<file path="src/design/swdc_pkg.sv">
// ----------------------------------------------------------------------------
// Swipe direction classifier package
// Gesture codes, command codes, register indexes and fixed widths shared by
// the classifier datapath and the top level.
// ----------------------------------------------------------------------------
package swdc_pkg;

    typedef enum logic [2:0] {
        GEST_NONE   = 3'd0,
        GEST_LEFT   = 3'd1,
        GEST_MIDDLE = 3'd2,
        GEST_RIGHT  = 3'd3,
        GEST_TAP    = 3'd4
    } gesture_t;

    typedef enum logic {
        CMD_POLL  = 1'b0,
        CMD_CLEAR = 1'b1
    } command_t;

    // Configuration register indexes.
    localparam logic REG_SLIDE_THRESHOLD = 1'b0;
    localparam logic REG_MIDDLE_TANGENT  = 1'b1;

    localparam int CFG_W      = 12;
    localparam int THR_SQ_W   = 2 * CFG_W;
    localparam int THR_DIV5_W = 10;

    localparam logic [CFG_W-1:0] SLIDE_THRESHOLD_RST = 12'd100;
    localparam logic [CFG_W-1:0] MIDDLE_TANGENT_RST  = 12'd256;

    // threshold / 5 equals (threshold * 3277) >> 14 for every 12-bit threshold.
    localparam logic [CFG_W-1:0] DIV5_RECIP = 12'd3277;
    localparam int               DIV5_SHIFT = 14;

    localparam logic [THR_SQ_W-1:0]   THR_SQ_RST   = 24'd10000;
    localparam logic [THR_DIV5_W-1:0] THR_DIV5_RST = 10'd20;

    // Next-state decisions that the datapath hands back to the top level.
    typedef struct packed {
        logic     armed;
        gesture_t gesture;
    } swdc_result_t;

endpackage

</file>
<file path="src/design/swdc_classify.sv">
// ----------------------------------------------------------------------------
// Swipe direction classifier datapath
// Travel test, direction decision, down override, tap detection and clear for one
// request, from the current poll and the held gesture state.
// ----------------------------------------------------------------------------
module swdc_classify
    import swdc_pkg::*;
#(
    parameter int COORD_WIDTH = 12
)
(
    input  logic                   command,
    input  logic                   press,
    input  logic                   lift,
    input  logic [COORD_WIDTH-1:0] pos_x,
    input  logic [COORD_WIDTH-1:0] pos_y,
    input  logic [COORD_WIDTH-1:0] start_x,
    input  logic [COORD_WIDTH-1:0] start_y,
    input  logic                   armed,
    input  gesture_t               last_gesture,
    input  logic [THR_SQ_W-1:0]    thr_sq,
    input  logic [THR_DIV5_W-1:0]  thr_div5,
    input  logic [CFG_W-1:0]       middle_tangent,
    output swdc_result_t           result
);

    localparam int W       = COORD_WIDTH;
    localparam int DIST_W  = 2 * W + 1;
    localparam int CMP_W   = (DIST_W > THR_SQ_W) ? DIST_W : THR_SQ_W;
    localparam int CROSS_W = W + CFG_W;
    localparam int DOWN_W  = (W > THR_DIV5_W) ? W : THR_DIV5_W;

    logic [W-1:0]       ref_x;
    logic [W-1:0]       ref_y;
    logic [W:0]         dx;
    logic [W:0]         dy;
    logic [W:0]         dx_mag;
    logic [W:0]         dy_mag;
    logic               dx_neg;
    logic               dy_neg;
    logic [W-1:0]       ax;
    logic [W-1:0]       ay;
    logic [2*W-1:0]     ax_sq;
    logic [2*W-1:0]     ay_sq;
    logic [DIST_W-1:0]  dist2;
    logic [CROSS_W-1:0] cross_lhs;
    logic [CROSS_W-1:0] cross_rhs;
    logic               in_cone;
    logic               down_far;
    logic               armed_now;
    logic               swipe;
    gesture_t           base_gesture;
    gesture_t           dir_gesture;

    // A touch-down in this poll moves the start point to the current one.
    assign ref_x = press ? pos_x : start_x;
    assign ref_y = press ? pos_y : start_y;

    assign dx     = {1'b0, pos_x} - {1'b0, ref_x};
    assign dy     = {1'b0, pos_y} - {1'b0, ref_y};
    assign dx_neg = dx[W];
    assign dy_neg = dy[W];
    assign dx_mag = dx_neg ? (~dx + 1'b1) : dx;
    assign dy_mag = dy_neg ? (~dy + 1'b1) : dy;
    assign ax     = dx_mag[W-1:0];
    assign ay     = dy_mag[W-1:0];

    assign ax_sq = (2*W)'(ax) * (2*W)'(ax);
    assign ay_sq = (2*W)'(ay) * (2*W)'(ay);
    assign dist2 = DIST_W'(ax_sq) + DIST_W'(ay_sq);

    // |dx| * 1.0 <= tan * |dy| with tan in Q4.8.
    assign cross_lhs = CROSS_W'({ax, 8'h00});
    assign cross_rhs = CROSS_W'(middle_tangent) * CROSS_W'(ay);
    assign in_cone   = cross_lhs <= cross_rhs;

    assign down_far = !dy_neg && (DOWN_W'(ay) > DOWN_W'(thr_div5));

    assign armed_now    = armed || press;
    assign base_gesture = press ? GEST_NONE : last_gesture;
    assign swipe        = armed_now && (CMP_W'(dist2) >= CMP_W'(thr_sq));

    always_comb
    begin
        if (!dy_neg)
        begin
            dir_gesture = (!dx_neg && (ax != '0)) ? GEST_RIGHT : GEST_LEFT;
        end
        else if (in_cone)
        begin
            dir_gesture = GEST_MIDDLE;
        end
        else
        begin
            dir_gesture = dx_neg ? GEST_LEFT : GEST_RIGHT;
        end
    end

    always_comb
    begin
        result.armed   = armed;
        result.gesture = last_gesture;
        if (command == CMD_CLEAR)
        begin
            result.gesture = GEST_NONE;
        end
        else
        begin
            result.armed   = armed_now;
            result.gesture = base_gesture;
            if (swipe)
            begin
                result.armed   = 1'b0;
                result.gesture = down_far ? GEST_NONE : dir_gesture;
            end
            else if (armed_now && lift)
            begin
                result.armed   = 1'b0;
                result.gesture = GEST_TAP;
            end
        end
    end

endmodule

</file>
<file path="src/design/swipe_direction_classifier.sv">
// ----------------------------------------------------------------------------
// Swipe direction classifier
// Turns a stream of touch polls into none, left, middle, right or tap.
// ----------------------------------------------------------------------------
//
//   channel  | handshake            | payload
//   ---------+----------------------+-----------------------------------------
//   input    | in_valid / in_ready  | command, press, lift, pos_x, pos_y
//   output   | out_valid / out_ready| gesture
//   config   | cfg_we               | cfg_index, cfg_data
//
// One request per cycle while in_ready is high: each request is classified in
// the cycle it is accepted and its gesture is registered in a free buffer entry.
// The path is set by the travel squares and the tangent cross product.
// A two-entry output buffer keeps input flowing while one result is stalled;
// in_ready drops only when both entries are full.
// Reset clears the gesture state and loads threshold 100 and tangent 1.0.
//
module swipe_direction_classifier
    import swdc_pkg::*;
#(
    parameter int COORD_WIDTH = 12
)
(
    input  logic                   clk,
    input  logic                   rst_n,

    input  logic                   in_valid,
    output logic                   in_ready,
    input  logic                   command,
    input  logic                   press,
    input  logic                   lift,
    input  logic [COORD_WIDTH-1:0] pos_x,
    input  logic [COORD_WIDTH-1:0] pos_y,

    output logic                   out_valid,
    input  logic                   out_ready,
    output logic [2:0]             gesture,

    input  logic                   cfg_we,
    input  logic                   cfg_index,
    input  logic [CFG_W-1:0]       cfg_data
);

    logic [COORD_WIDTH-1:0] start_x_reg,  start_x_next;
    logic [COORD_WIDTH-1:0] start_y_reg,  start_y_next;
    logic                   armed_reg,    armed_next;
    gesture_t               last_gesture_reg, last_gesture_next;

    logic [THR_SQ_W-1:0]    thr_sq_reg;
    logic [THR_DIV5_W-1:0]  thr_div5_reg;
    logic [CFG_W-1:0]       tangent_reg;

    logic                   out_valid_reg,  out_valid_next;
    gesture_t               out_gesture_reg, out_gesture_next;
    logic                   skid_valid_reg, skid_valid_next;
    gesture_t               skid_gesture_reg, skid_gesture_next;

    logic                   accept;
    logic                   take_out;
    logic [THR_SQ_W-1:0]    cfg_sq;
    logic [THR_SQ_W-1:0]    cfg_div5_prod;
    swdc_result_t           result;

    assign accept   = in_valid && in_ready;
    assign in_ready = !skid_valid_reg;
    assign take_out = !out_valid_reg || out_ready;

    assign out_valid = out_valid_reg;
    assign gesture   = out_gesture_reg;

    swdc_classify #(
        .COORD_WIDTH (COORD_WIDTH)
    ) u_classify (
        .command        (command),
        .press          (press),
        .lift           (lift),
        .pos_x          (pos_x),
        .pos_y          (pos_y),
        .start_x        (start_x_reg),
        .start_y        (start_y_reg),
        .armed          (armed_reg),
        .last_gesture   (last_gesture_reg),
        .thr_sq         (thr_sq_reg),
        .thr_div5       (thr_div5_reg),
        .middle_tangent (tangent_reg),
        .result         (result)
    );

    // The threshold square and fifth are derived once, when it is written.
    assign cfg_sq        = THR_SQ_W'(cfg_data) * THR_SQ_W'(cfg_data);
    assign cfg_div5_prod = THR_SQ_W'(cfg_data) * THR_SQ_W'(DIV5_RECIP);

    always_ff @(posedge clk or negedge rst_n)
    begin
        if (!rst_n)
        begin
            thr_sq_reg   <= THR_SQ_RST;
            thr_div5_reg <= THR_DIV5_RST;
            tangent_reg  <= MIDDLE_TANGENT_RST;
        end
        else if (cfg_we)
        begin
            if (cfg_index == REG_SLIDE_THRESHOLD)
            begin
                thr_sq_reg   <= cfg_sq;
                thr_div5_reg <= cfg_div5_prod[DIV5_SHIFT +: THR_DIV5_W];
            end
            else
            begin
                tangent_reg <= cfg_data;
            end
        end
    end

    always_comb
    begin
        start_x_next      = start_x_reg;
        start_y_next      = start_y_reg;
        armed_next        = armed_reg;
        last_gesture_next = last_gesture_reg;
        if (accept)
        begin
            if (command == CMD_POLL && press)
            begin
                start_x_next = pos_x;
                start_y_next = pos_y;
            end
            armed_next        = result.armed;
            last_gesture_next = result.gesture;
        end
    end

    always_comb
    begin
        out_valid_next    = out_valid_reg;
        out_gesture_next  = out_gesture_reg;
        skid_valid_next   = skid_valid_reg;
        skid_gesture_next = skid_gesture_reg;
        if (take_out)
        begin
            if (skid_valid_reg)
            begin
                out_valid_next   = 1'b1;
                out_gesture_next = skid_gesture_reg;
                skid_valid_next  = 1'b0;
            end
            else
            begin
                out_valid_next   = accept;
                out_gesture_next = result.gesture;
            end
        end
        else if (accept)
        begin
            skid_valid_next   = 1'b1;
            skid_gesture_next = result.gesture;
        end
    end

    always_ff @(posedge clk or negedge rst_n)
    begin
        if (!rst_n)
        begin
            start_x_reg      <= '0;
            start_y_reg      <= '0;
            armed_reg        <= 1'b0;
            last_gesture_reg <= GEST_NONE;
            out_valid_reg    <= 1'b0;
            skid_valid_reg   <= 1'b0;
        end
        else
        begin
            start_x_reg      <= start_x_next;
            start_y_reg      <= start_y_next;
            armed_reg        <= armed_next;
            last_gesture_reg <= last_gesture_next;
            out_valid_reg    <= out_valid_next;
            skid_valid_reg   <= skid_valid_next;
        end
    end

    always_ff @(posedge clk)
    begin
        out_gesture_reg  <= out_gesture_next;
        skid_gesture_reg <= skid_gesture_next;
    end

    // The second buffer entry is only ever filled behind a held result.
    assert property (@(posedge clk) disable iff (!rst_n)
        skid_valid_reg |-> out_valid_reg)
        else $error("skid entry holds a result while the output is empty");

    // A held swipe or tap always means the gesture has ended.
    assert property (@(posedge clk) disable iff (!rst_n)
        (last_gesture_reg != GEST_NONE) |-> !armed_reg)
        else $error("gesture classified while still armed");

    // A clear request resets the result and leaves the armed flag alone.
    assert property (@(posedge clk) disable iff (!rst_n)
        (accept && command == CMD_CLEAR)
            |=> (last_gesture_reg == GEST_NONE) && (armed_reg == $past(armed_reg)))
        else $error("clear request mishandled");

    // Every accepted request shows up in one of the two buffer entries.
    assert property (@(posedge clk) disable iff (!rst_n)
        accept |=> (out_valid_reg || skid_valid_reg))
        else $error("accepted request produced no result");

endmodule
</file>
<file path="config.mk">
export PLATFORM = sky130hd
export DESIGN_NAME = swipe_direction_classifier
export DESIGN_NICKNAME = d
export VERILOG_FILES = /design/src/design/swdc_pkg.sv /design/src/design/swdc_classify.sv /design/src/design/swipe_direction_classifier.sv
export SDC_FILE = /design/constraint.sdc
export NUM_CORES = 1
export LEC_CHECK = 0
export ABC_AREA = 1
export BUFFER_PORTS_ARGS = -buffer_cell sky130_fd_sc_hd__buf_4
export CAP_MARGIN = 20
export CORE_ASPECT_RATIO = 0.8
export CORE_MARGIN = 2
export CORE_UTILIZATION = 38
export CTS_CLUSTER_DIAMETER = 120
export DETAILED_ROUTE_END_ITERATION = 10
export HOLD_SLACK_MARGIN = 0.02
export MAX_ROUTING_LAYER = met4
export PLACE_DENSITY = 0.51
export SYNTH_ARGS = -nofsm -noshare
export SYNTH_HDL_FRONTEND = slang
export SYNTH_SLANG_ARGS = --single-unit
export TNS_END_PERCENT = 10
</file>
<file path="constraint.sdc">
create_clock -name clk -period 11.9 [get_ports clk]
set_input_delay 1.785 -clock clk [delete_from_list [all_inputs] [get_ports clk]]
set_output_delay 1.785 -clock clk [all_outputs]
set_load 0.02 [all_outputs]
</file>
==> results of run 1 <==
## routing by layer
metal	global-route usage (%)	routed length, um	vias to the layer above
li1	-	-	9836
met1	30.7	34400	9832
met2	34.0	31600	396
met3	2.25	2940	75
met4	3.88	1250	0
met5	-	0	-
## area by class of cell
type,instances,area [um2],area share [%]
flip-flops and latches,81,2070,7.48
multi-input cells,2221,20000,72.4
well taps,860,1080,3.90
clock buffers,11,243,0.879
clock inverters,5,62.6,0.226
repair buffers,130,1010,3.67
inverters,840,3160,11.4
## final timing paths
path                                              from                             to  slack [ps]  cells past startpoint
min in group asynchronous                        rst_n     start_x_reg[7]$_DFFE_PN0P_        1260                      1
setup reg to reg            start_y_reg[0]$_DFFE_PN0P_  skid_gesture_reg[1]$_DFFE_PP_        1990                     43
hold / removal             thr_div5_reg[4]$_DFFE_PN1P_    thr_div5_reg[4]$_DFFE_PN1P_         470                      2
max in group asynchronous                        rst_n      thr_sq_reg[7]$_DFFE_PN0P_        9530                      2
setup / recovery                                 press  skid_gesture_reg[1]$_DFFE_PP_         620                     46
hold reg to reg            thr_div5_reg[4]$_DFFE_PN1P_    thr_div5_reg[4]$_DFFE_PN1P_         470                      2
## worst max-delay path: cells and delay by family
family / cells / cell delay, ps
buf+inv: 9 / 810
fa+ha+maj: 11 / 4850
compound gates: 5 / 880
simple gates: 19 / 2670
xor+xnor: 2 / 380
## cells by family after synthesis
kind of cell / after synthesis
flip-flops: 81
buffers and inverters: 906
XOR/XNOR: 80
AND/OR/NAND/NOR: 1015
adder cells (fa/ha/maj): 799
AO/OA/AOI/OAI: 327
## timing repair
item / CTS / global route
setup endpoints to repair: 0 / 9
setup buffers: 0 / 1
gates resized for setup: 0 / 21
hold buffers: 0 / 0
## stage by stage
stage          instances  setup WS (ps)  TNS, ps  cell area [um2]
2_1_floorplan       3208           1070        0            25500
3_3_place_gp        4131            160        0            27200
3_5_place_dp        4131            147        0            27200
4_1_cts             4147            484        0            27600
5_1_grt             4148          -37.2    -85.0            27600
6_report            4148            623        0            27600
## placed cells by master (no fill, tap or decap), types with 28 or more instances in the layout
master / instances
buf_4: 127
a21oi_1: 118
nand3_1: 91
fa_1: 418
nor2_1: 218
nand2_1: 596
nand4_1: 28
ha_1: 379
dfrtp_1: 67
o21ai_0: 134
xnor2_1: 30
inv_1: 823
xor2_1: 43
## synthesized netlist by cell type, types with 7 or more instances
master	instances	area share, %
o21ai_0	138	2.7
nor3_1	15	0.29
ha_1	380	19
nand2_1	596	8.8
xnor2_1	30	1.0
nand3_1	91	1.8
nor2_1	221	3.3
nand2_4	9	0.40
fa_1	419	33
dfstp_2	8	0.83
inv_2	12	0.18
or2_2	14	0.34
dfrtp_1	67	6.6
o21bai_1	13	0.38
a31oi_1	15	0.37
a21oi_1	119	2.3
a21o_1	7	0.21
inv_1	825	12
clkbuf_1	46	0.68
xor2_1	44	1.5
buf_2	11	0.22
nand2_2	11	0.27
nor2_2	14	0.34
nand4_1	28	0.69
==> impl_results.md, run 1 <==
* Gpl congestion at 0.935
* Die Width at slightly below 300 um
* Worst-path clk slew at 70 ps
* Critical Path AT at approximately 11,000 ps
* Drt initial violations at approximately 1,000
* Area grow syn2layout at 8.45%
* CP Max Fanout at 8
* Routed wire length at 70,200 um
* Layout cells sized above 1 at 7.54%
* Critical Path RT at roughly 12,000 ps
* CP max-delay cell: fa_1
* Synth cell types at 57
* Clock Tree Root: clkbuf_16
* Fin crit share at between 90% and 100%
* CTS H-tree lvls at 3
* Fill count at a little under 7,000
* Synth Area in Adders at just over 50%
* Number of I/O port buffers at 49
* Clock Skew at between 15 and 20 ps
* Fin Hold WS at approximately 470 ps
* Overall Global Routing Usage at a little over a fifth
* Critical path startpoint category: input port
* Die Area at about 69,000 um2
* Top FF cell, synth: dfrtp_1
* Async SR Flop Fraction at roughly 93%
* Min-Delay Path Class: reg -> reg
* Mux cell area share after synthesis at 0%
* Vias in the first global route at approximately 21,000
* CP max stage delay at between 500 and 600 ps
* Ports at 50
* Number of synthesized flops with an enable pin at 6
* Routed via count at just over 20,000
* Final Util at 41.9%
* Max reg flops at 23
* Effective utilization at floorplan at 38.6%
* Seq/Total Area, Yosys at slightly above 8%
* Worst slew pin tran at 988 ps
* Antenna Cells at 0
* Min Clock Period, post-route at around 11,000 ps
* Die Height at around 240 um
* Hpwl dp at 60,800 um
* Grt total ovfl at 0
* NumNets Final at a little over 4,000
* Main combinational cell family by area after synthesis: adder cells
* Drt wl/cell at between 15 and 20 um
* Crit end category: register
* Hold Fails Final Rpt at 0
* Simple-gate share of the synthesized area at ~17%
* Critical path class: in -> reg
* Outcome: finished, final reports clean
* Warnings, synthesis at 0
* Max Clock Freq at 88.7 MHz
* Syn Nets at 4,052
* # Max-Cap Violations at 0
* CP most frequent cell: fa_1
* Largest net degree at the start of global routing at 62
* Routed Antenna Nets at 0
* Clock latency on the worst-skew pair at 370 ps
* Synth Area in XOR/XNOR at under 10%
* Detailed Routing Iterations Pass 1 at 5
* # DRC at 0
* # setup viols final at 0
* Cell area after synthesis at approximately 25,000 um2
* Number of synthesized register bits at 81
* Rel. slew slack at between 30% and 40%
* Maximum buffer depth of the clock tree at 2
* Syn avg cell area at about 7.9 um2
* Num CTS Buffers at 9
* CTS tree: done
* Global-route wire length before repair at between 100,000 and 150,000 um
* Vias/cell at 4.86
* Core box area at roughly 66,000 um2
* Core Rows at 84
* Initial antenna violation count at 0
* Sink Count at ~80
* Synth Area in Compound Gates at between 7 and 8%
* Synthesized instance count at 3,208
* Max-slew violations at 0
Power of run 1 is not shown: default switching activity piles up to over one toggle a cycle in this logic, so the estimate is an artifact.
==> run 2, diff against run 1 <==
--- a/config.mk
+++ b/config.mk
@@ -14,7 +14,6 @@
 export CTS_CLUSTER_DIAMETER = 120
 export DETAILED_ROUTE_END_ITERATION = 10
 export HOLD_SLACK_MARGIN = 0.02
-export MAX_ROUTING_LAYER = met4
 export PLACE_DENSITY = 0.51
 export SYNTH_ARGS = -nofsm -noshare
 export SYNTH_HDL_FRONTEND = slang
==> run 2 against run 1 <==
Via count about the same. Non-clock buffer count unchanged. Fmax about the same. Clock skew down 6.3 ps. Sequential cell count unchanged. Die area unchanged. Critical path depth did not move. Core utilization barely moved. Clock-buffer cell count did not move. Largest cell class unchanged.
==> impl_results.md, run 2 (same netlist as run 1, synthesis figures left out) <==
* Outcome: finished, final reports clean
* Met2 GRT Util at 34.5%
* Routed via count at just over 20,000
* Max Clock Freq at around 89 MHz
* Critical Path RT at ~12,000 ps
* Die Height at ~240 um
* CP most frequent cell: fa_1
* Drt wl/cell at between 15 and 20 um
* Global-route wire length before repair at 116,000 um
* R2R depth at 49
* Vias in the first global route at between 20,000 and 25,000
* Area grow syn2layout at 8.55%
* Fill count at 6,815
* # hold bufs at CTS at 0
* Die Area at between 60,000 and 70,000 um2
* Post-CTS Setup Repair Bufs at 0
* # Max-Cap Violations at 0
* CP Max Fanout at 6
* Critical path class: in -> reg
* RSZ-0062 raised after global routing: no
* Critical path startpoint category: input port
* Commonest non-fill, non-tap cell in the layout: inv_1
* Layout cells sized above 1 at approximately 7.5%
* Clock Skew at 10.9 ps
* Min-Delay Path Class: reg -> reg
* Post_cts resized at 0
* Met1 usage at between 30% and 40%
* Min Clock Period, post-route at around 11,000 ps
* Sink Count at roughly 80
* Detailed Routing Iterations Pass 1 at 7
* Max-slew violations at 0
* Ports at 50
* Initial antenna violation count at 3
* Die Width at ~290 um
* Hold Fails Final Rpt at 0
* Top Usage Layer GRT: met2
* Core box area at roughly 66,000 um2
* Rel. slew slack at a little over a third
* Hold path depth at 2
* Worst-path clk slew at 60 ps
* Routed wire length at 70,500 um
* # setup viols final at 0
* Fin crit share at approximately 95%
* Most frequent cells in the layout: 824 x inv_1, 596 x nand2_1, 419 x fa_1
* Num CTS Buffers at 9
* CTS H-tree lvls at 3
* CP max-delay cell: fa_1
* Hpwl dp at roughly 61,000 um
* Fin Setup TNS at 0 ps
* Fin Hold WS at about 470 ps
* Critical Path AT at 11,390 ps
* Number of I/O port buffers at ~50
* CTS tree: done
* NumNets Final at between 4,000 and 5,000
* Grt met3 use at 2.59%
* CP max stage delay at roughly 560 ps
* Clock Tree Root: clkbuf_16
* Max reg flops at 23
* Vias/cell at approximately 5
* Largest net degree at the start of global routing at 55
* Antenna Cells at 0
* Maximum buffer depth of the clock tree at 2
* Drt initial violations at ~1,100
* Grt total ovfl at 0
* # DRC at 0
* Core Rows at 84
* Effective utilization at floorplan at between 30 and 40%
* Worst slew pin tran at ~960 ps
* Crit end category: register
* Routed Antenna Nets at 0
* Clock latency on the worst-skew pair at around 370 ps
* Gpl congestion at about 0.93
* Overall Global Routing Usage at 21.4%
[run 2: critical path: cells and delay by family]
family / cells / cell delay [ps]
xor gates and xnor gates: 2 / 370
adders and majority gates: 11 / 4840
buffers and inverters: 9 / 820
AOI/OAI and AO/OA: 5 / 900
and+or+nand+nor: 19 / 2650
[run 2: metrics by stage]
stage | utilization (%) | instance area (um2) | instances | worst slack (ps)
floorplan | - | 25500 | 3208 | 1070
global placement | 41.3 | 27300 | 4132 | 158
detailed placement | 41.3 | 27300 | 4132 | 127
CTS | 41.8 | 27600 | 4148 | 467
global route | 41.9 | 27700 | 4148 | 3.21
finish | 41.9 | 27700 | 4148 | 631
[run 2: path summary, 6_finish.rpt]
path / from / endpoint / slack, ps
max: press / gesture[1]$_DFFE_PN_ / 630
min: thr_div5_reg[4]$_DFFE_PN1P_ / thr_div5_reg[4]$_DFFE_PN1P_ / 470
max reg2reg: start_x_reg[0]$_DFFE_PN0P_ / gesture[1]$_DFFE_PN_ / 2000
min reg2reg: thr_div5_reg[4]$_DFFE_PN1P_ / thr_div5_reg[4]$_DFFE_PN1P_ / 470
max in group asynchronous: rst_n / thr_sq_reg[11]$_DFFE_PN0P_ / 9560
min in group asynchronous: rst_n / start_y_reg[10]$_DFFE_PN0P_ / 1300
[run 2: routing by layer]
layer,vias up,wire [um]
met5,-,33
met4,6,1720
met3,87,2970
met2,374,31700
met1,9842,34100
li1,9839,-
[run 2: layout make-up]
cell class / instances / area [um2] / area share, %
tap: 860 / 1080 / 3.89
timing repair buffer: 130 / 1030 / 3.72
clock inverter: 5 / 62.6 / 0.226
inverter: 840 / 3160 / 11.4
clock buffer: 11 / 243 / 0.878
sequential: 81 / 2070 / 7.48
multi-input combinational: 2221 / 20000 / 72.4
Power of run 2 is left out for the same reason.
==> run 3, diff against run 2 <==
==> constraint.sdc (replaced) <==
create_clock -name clk -period 13.1 [get_ports clk]
set_input_delay 1.965 -clock clk [delete_from_list [all_inputs] [get_ports clk]]
set_output_delay 1.965 -clock clk [all_outputs]
set_load 0.02 [all_outputs]
==> run 3 against run 2 <==
Critical path depth down 3. Worst setup slack better by 67 ps. Largest cell class unchanged. Wire length down 1.6%. Critical endpoint is now skid_gesture_reg[1]$_DFFE_PP_. Cell area down 1.7%.
==> impl_results.md, run 3 (same netlist as run 1, synthesis figures left out) <==
* Fin Setup TNS at 0 ps
* Fill count at between 6,000 and 7,000
* Maximum buffer depth of the clock tree at 2
* Hold Fails Final Rpt at 0
* # Max-Cap Violations at 0
* Register Area at roughly 2100 um2
* Final WS setup at 698 ps
* CTS tree: done
* Routed wire length at ~69,000 um
* Drt initial violations at ~1,100
* Layout cells sized above 1 at 5.68%
* CP max stage delay at around 590 ps
* Placement Cell Area at between 20,000 and 30,000 um2
* Grt total ovfl at 0
* Core Rows at 84
* Effective utilization at floorplan at a little under 40%
* CTS H-tree lvls at 3
* Min-Delay Path Class: reg -> reg
* Critical path startpoint category: input port
* Max reg flops at 23
* Final Util at roughly 41%
* # hold bufs at CTS at 0
* Hpwl dp at around 60,000 um
* Number of I/O port buffers at 49
* Overall Global Routing Usage at about a fifth
* CP most frequent cell: fa_1
* Clock Tree Root: clkbuf_16
* Critical Path RT at ~13,000 ps
* Global-route wire length before repair at roughly 120,000 um
* Area grow syn2layout at 6.67%
* Clock latency on the worst-skew pair at around 380 ps
* Final instance area at roughly 27,000 um2
* Gpl congestion at between 0.8 and 0.9
* Drt wl/cell at roughly 17 um
* Die Height at roughly 240 um
* Worst slew pin tran at about 970 ps
* Clock Skew at just under 9 ps
* CP max-delay cell: fa_1
* Routed Antenna Nets at 0
* R2R depth at 42
* Post-CTS Setup Repair Bufs at 0
* Detailed Routing Iterations Pass 1 at 5
* Vias in the first global route at 21,300
* Max Clock Freq at about 80 MHz
* Hold path depth at 2
* Most frequent cells in the layout: 825 x inv_1, 596 x nand2_1, 419 x fa_1
* Place WS at roughly 450 ps
* # DRC at 0
* Antenna Cells at 0
* Die Area at approximately 69,000 um2
* Post_cts resized at 0
* # setup viols final at 0
* Rel. slew slack at a little over a third
* Vias/cell at 4.84
* NumNets Final at 4,076
* RSZ-0062 raised after global routing: no
* Critical path class: in -> reg
* Max-slew violations at 0
* Num CTS Buffers at 9
* Critical Path AT at ~13,000 ps
* Initial antenna violation count at 0
* Die Width at between 200 and 300 um
* Outcome: finished, final reports clean
* Crit end category: register
* Fin crit share at between 90 and 100%
* Routed via count at between 15,000 and 20,000
* Reg2Reg Setup Slack at about 2400 ps
* Core box area at between 60,000 and 70,000 um2
* Multi-input logic area at ~20,000 um2
* Commonest non-fill, non-tap cell in the layout: inv_1
* Sink Count at just over 80
* Ports at 50
* CP Max Fanout at 24
* Min Clock Period, post-route at ~12,000 ps
* Largest net degree at the start of global routing at 61
* Worst-path clk slew at roughly 60 ps
## run 3: path summary, 6_finish.rpt
path / startpoint / to
worst max-delay path: press / skid_gesture_reg[1]$_DFFE_PP_
worst min-delay path: thr_div5_reg[4]$_DFFE_PN1P_ / thr_div5_reg[4]$_DFFE_PN1P_
worst max register to register: start_y_reg[0]$_DFFE_PN0P_ / skid_gesture_reg[1]$_DFFE_PP_
worst min register to register: thr_div5_reg[4]$_DFFE_PN1P_ / thr_div5_reg[4]$_DFFE_PN1P_
max in group asynchronous: rst_n / thr_sq_reg[12]$_DFFE_PN0P_
min in group asynchronous: rst_n / start_y_reg[11]$_DFFE_PN0P_
## run 3: area by class of cell
class	count	area share, %
Timing Repair Buffer	79	2.18
Clock buffer	11	0.972
Inverter	840	11.6
Multi-Input combinational cell	2221	73.4
Tap cell	860	3.96
Sequential cell	81	7.61
Clock inverter	5	0.276
## run 3: per-stage QoR
stage / hold slack (ps) / cells
after global placement: 464 / 4081
after global routing: 499 / 4097
after floorplan: 448 / 3208
after CTS: 472 / 4097
final: 469 / 4097
after detailed placement: 465 / 4081
## run 3: metal layers
layer	vias up	share of wire [%]	track usage, %
li1	9734	-	-
met1	9792	50	30.2
met2	272	46	35.3
met3	41	2.9	2.37
met4	0	1.3	3.73
met5	-	0	0
## run 3: critical path, delay by kind of cell
family | cells | cell delay [ps]
simple gates | 18 | 3240
xor+xnor | 2 | 420
buf+inv | 7 | 940
compound gates | 5 | 1070
fa+ha+maj | 11 | 4840
Power of run 3 is left out for the same reason.
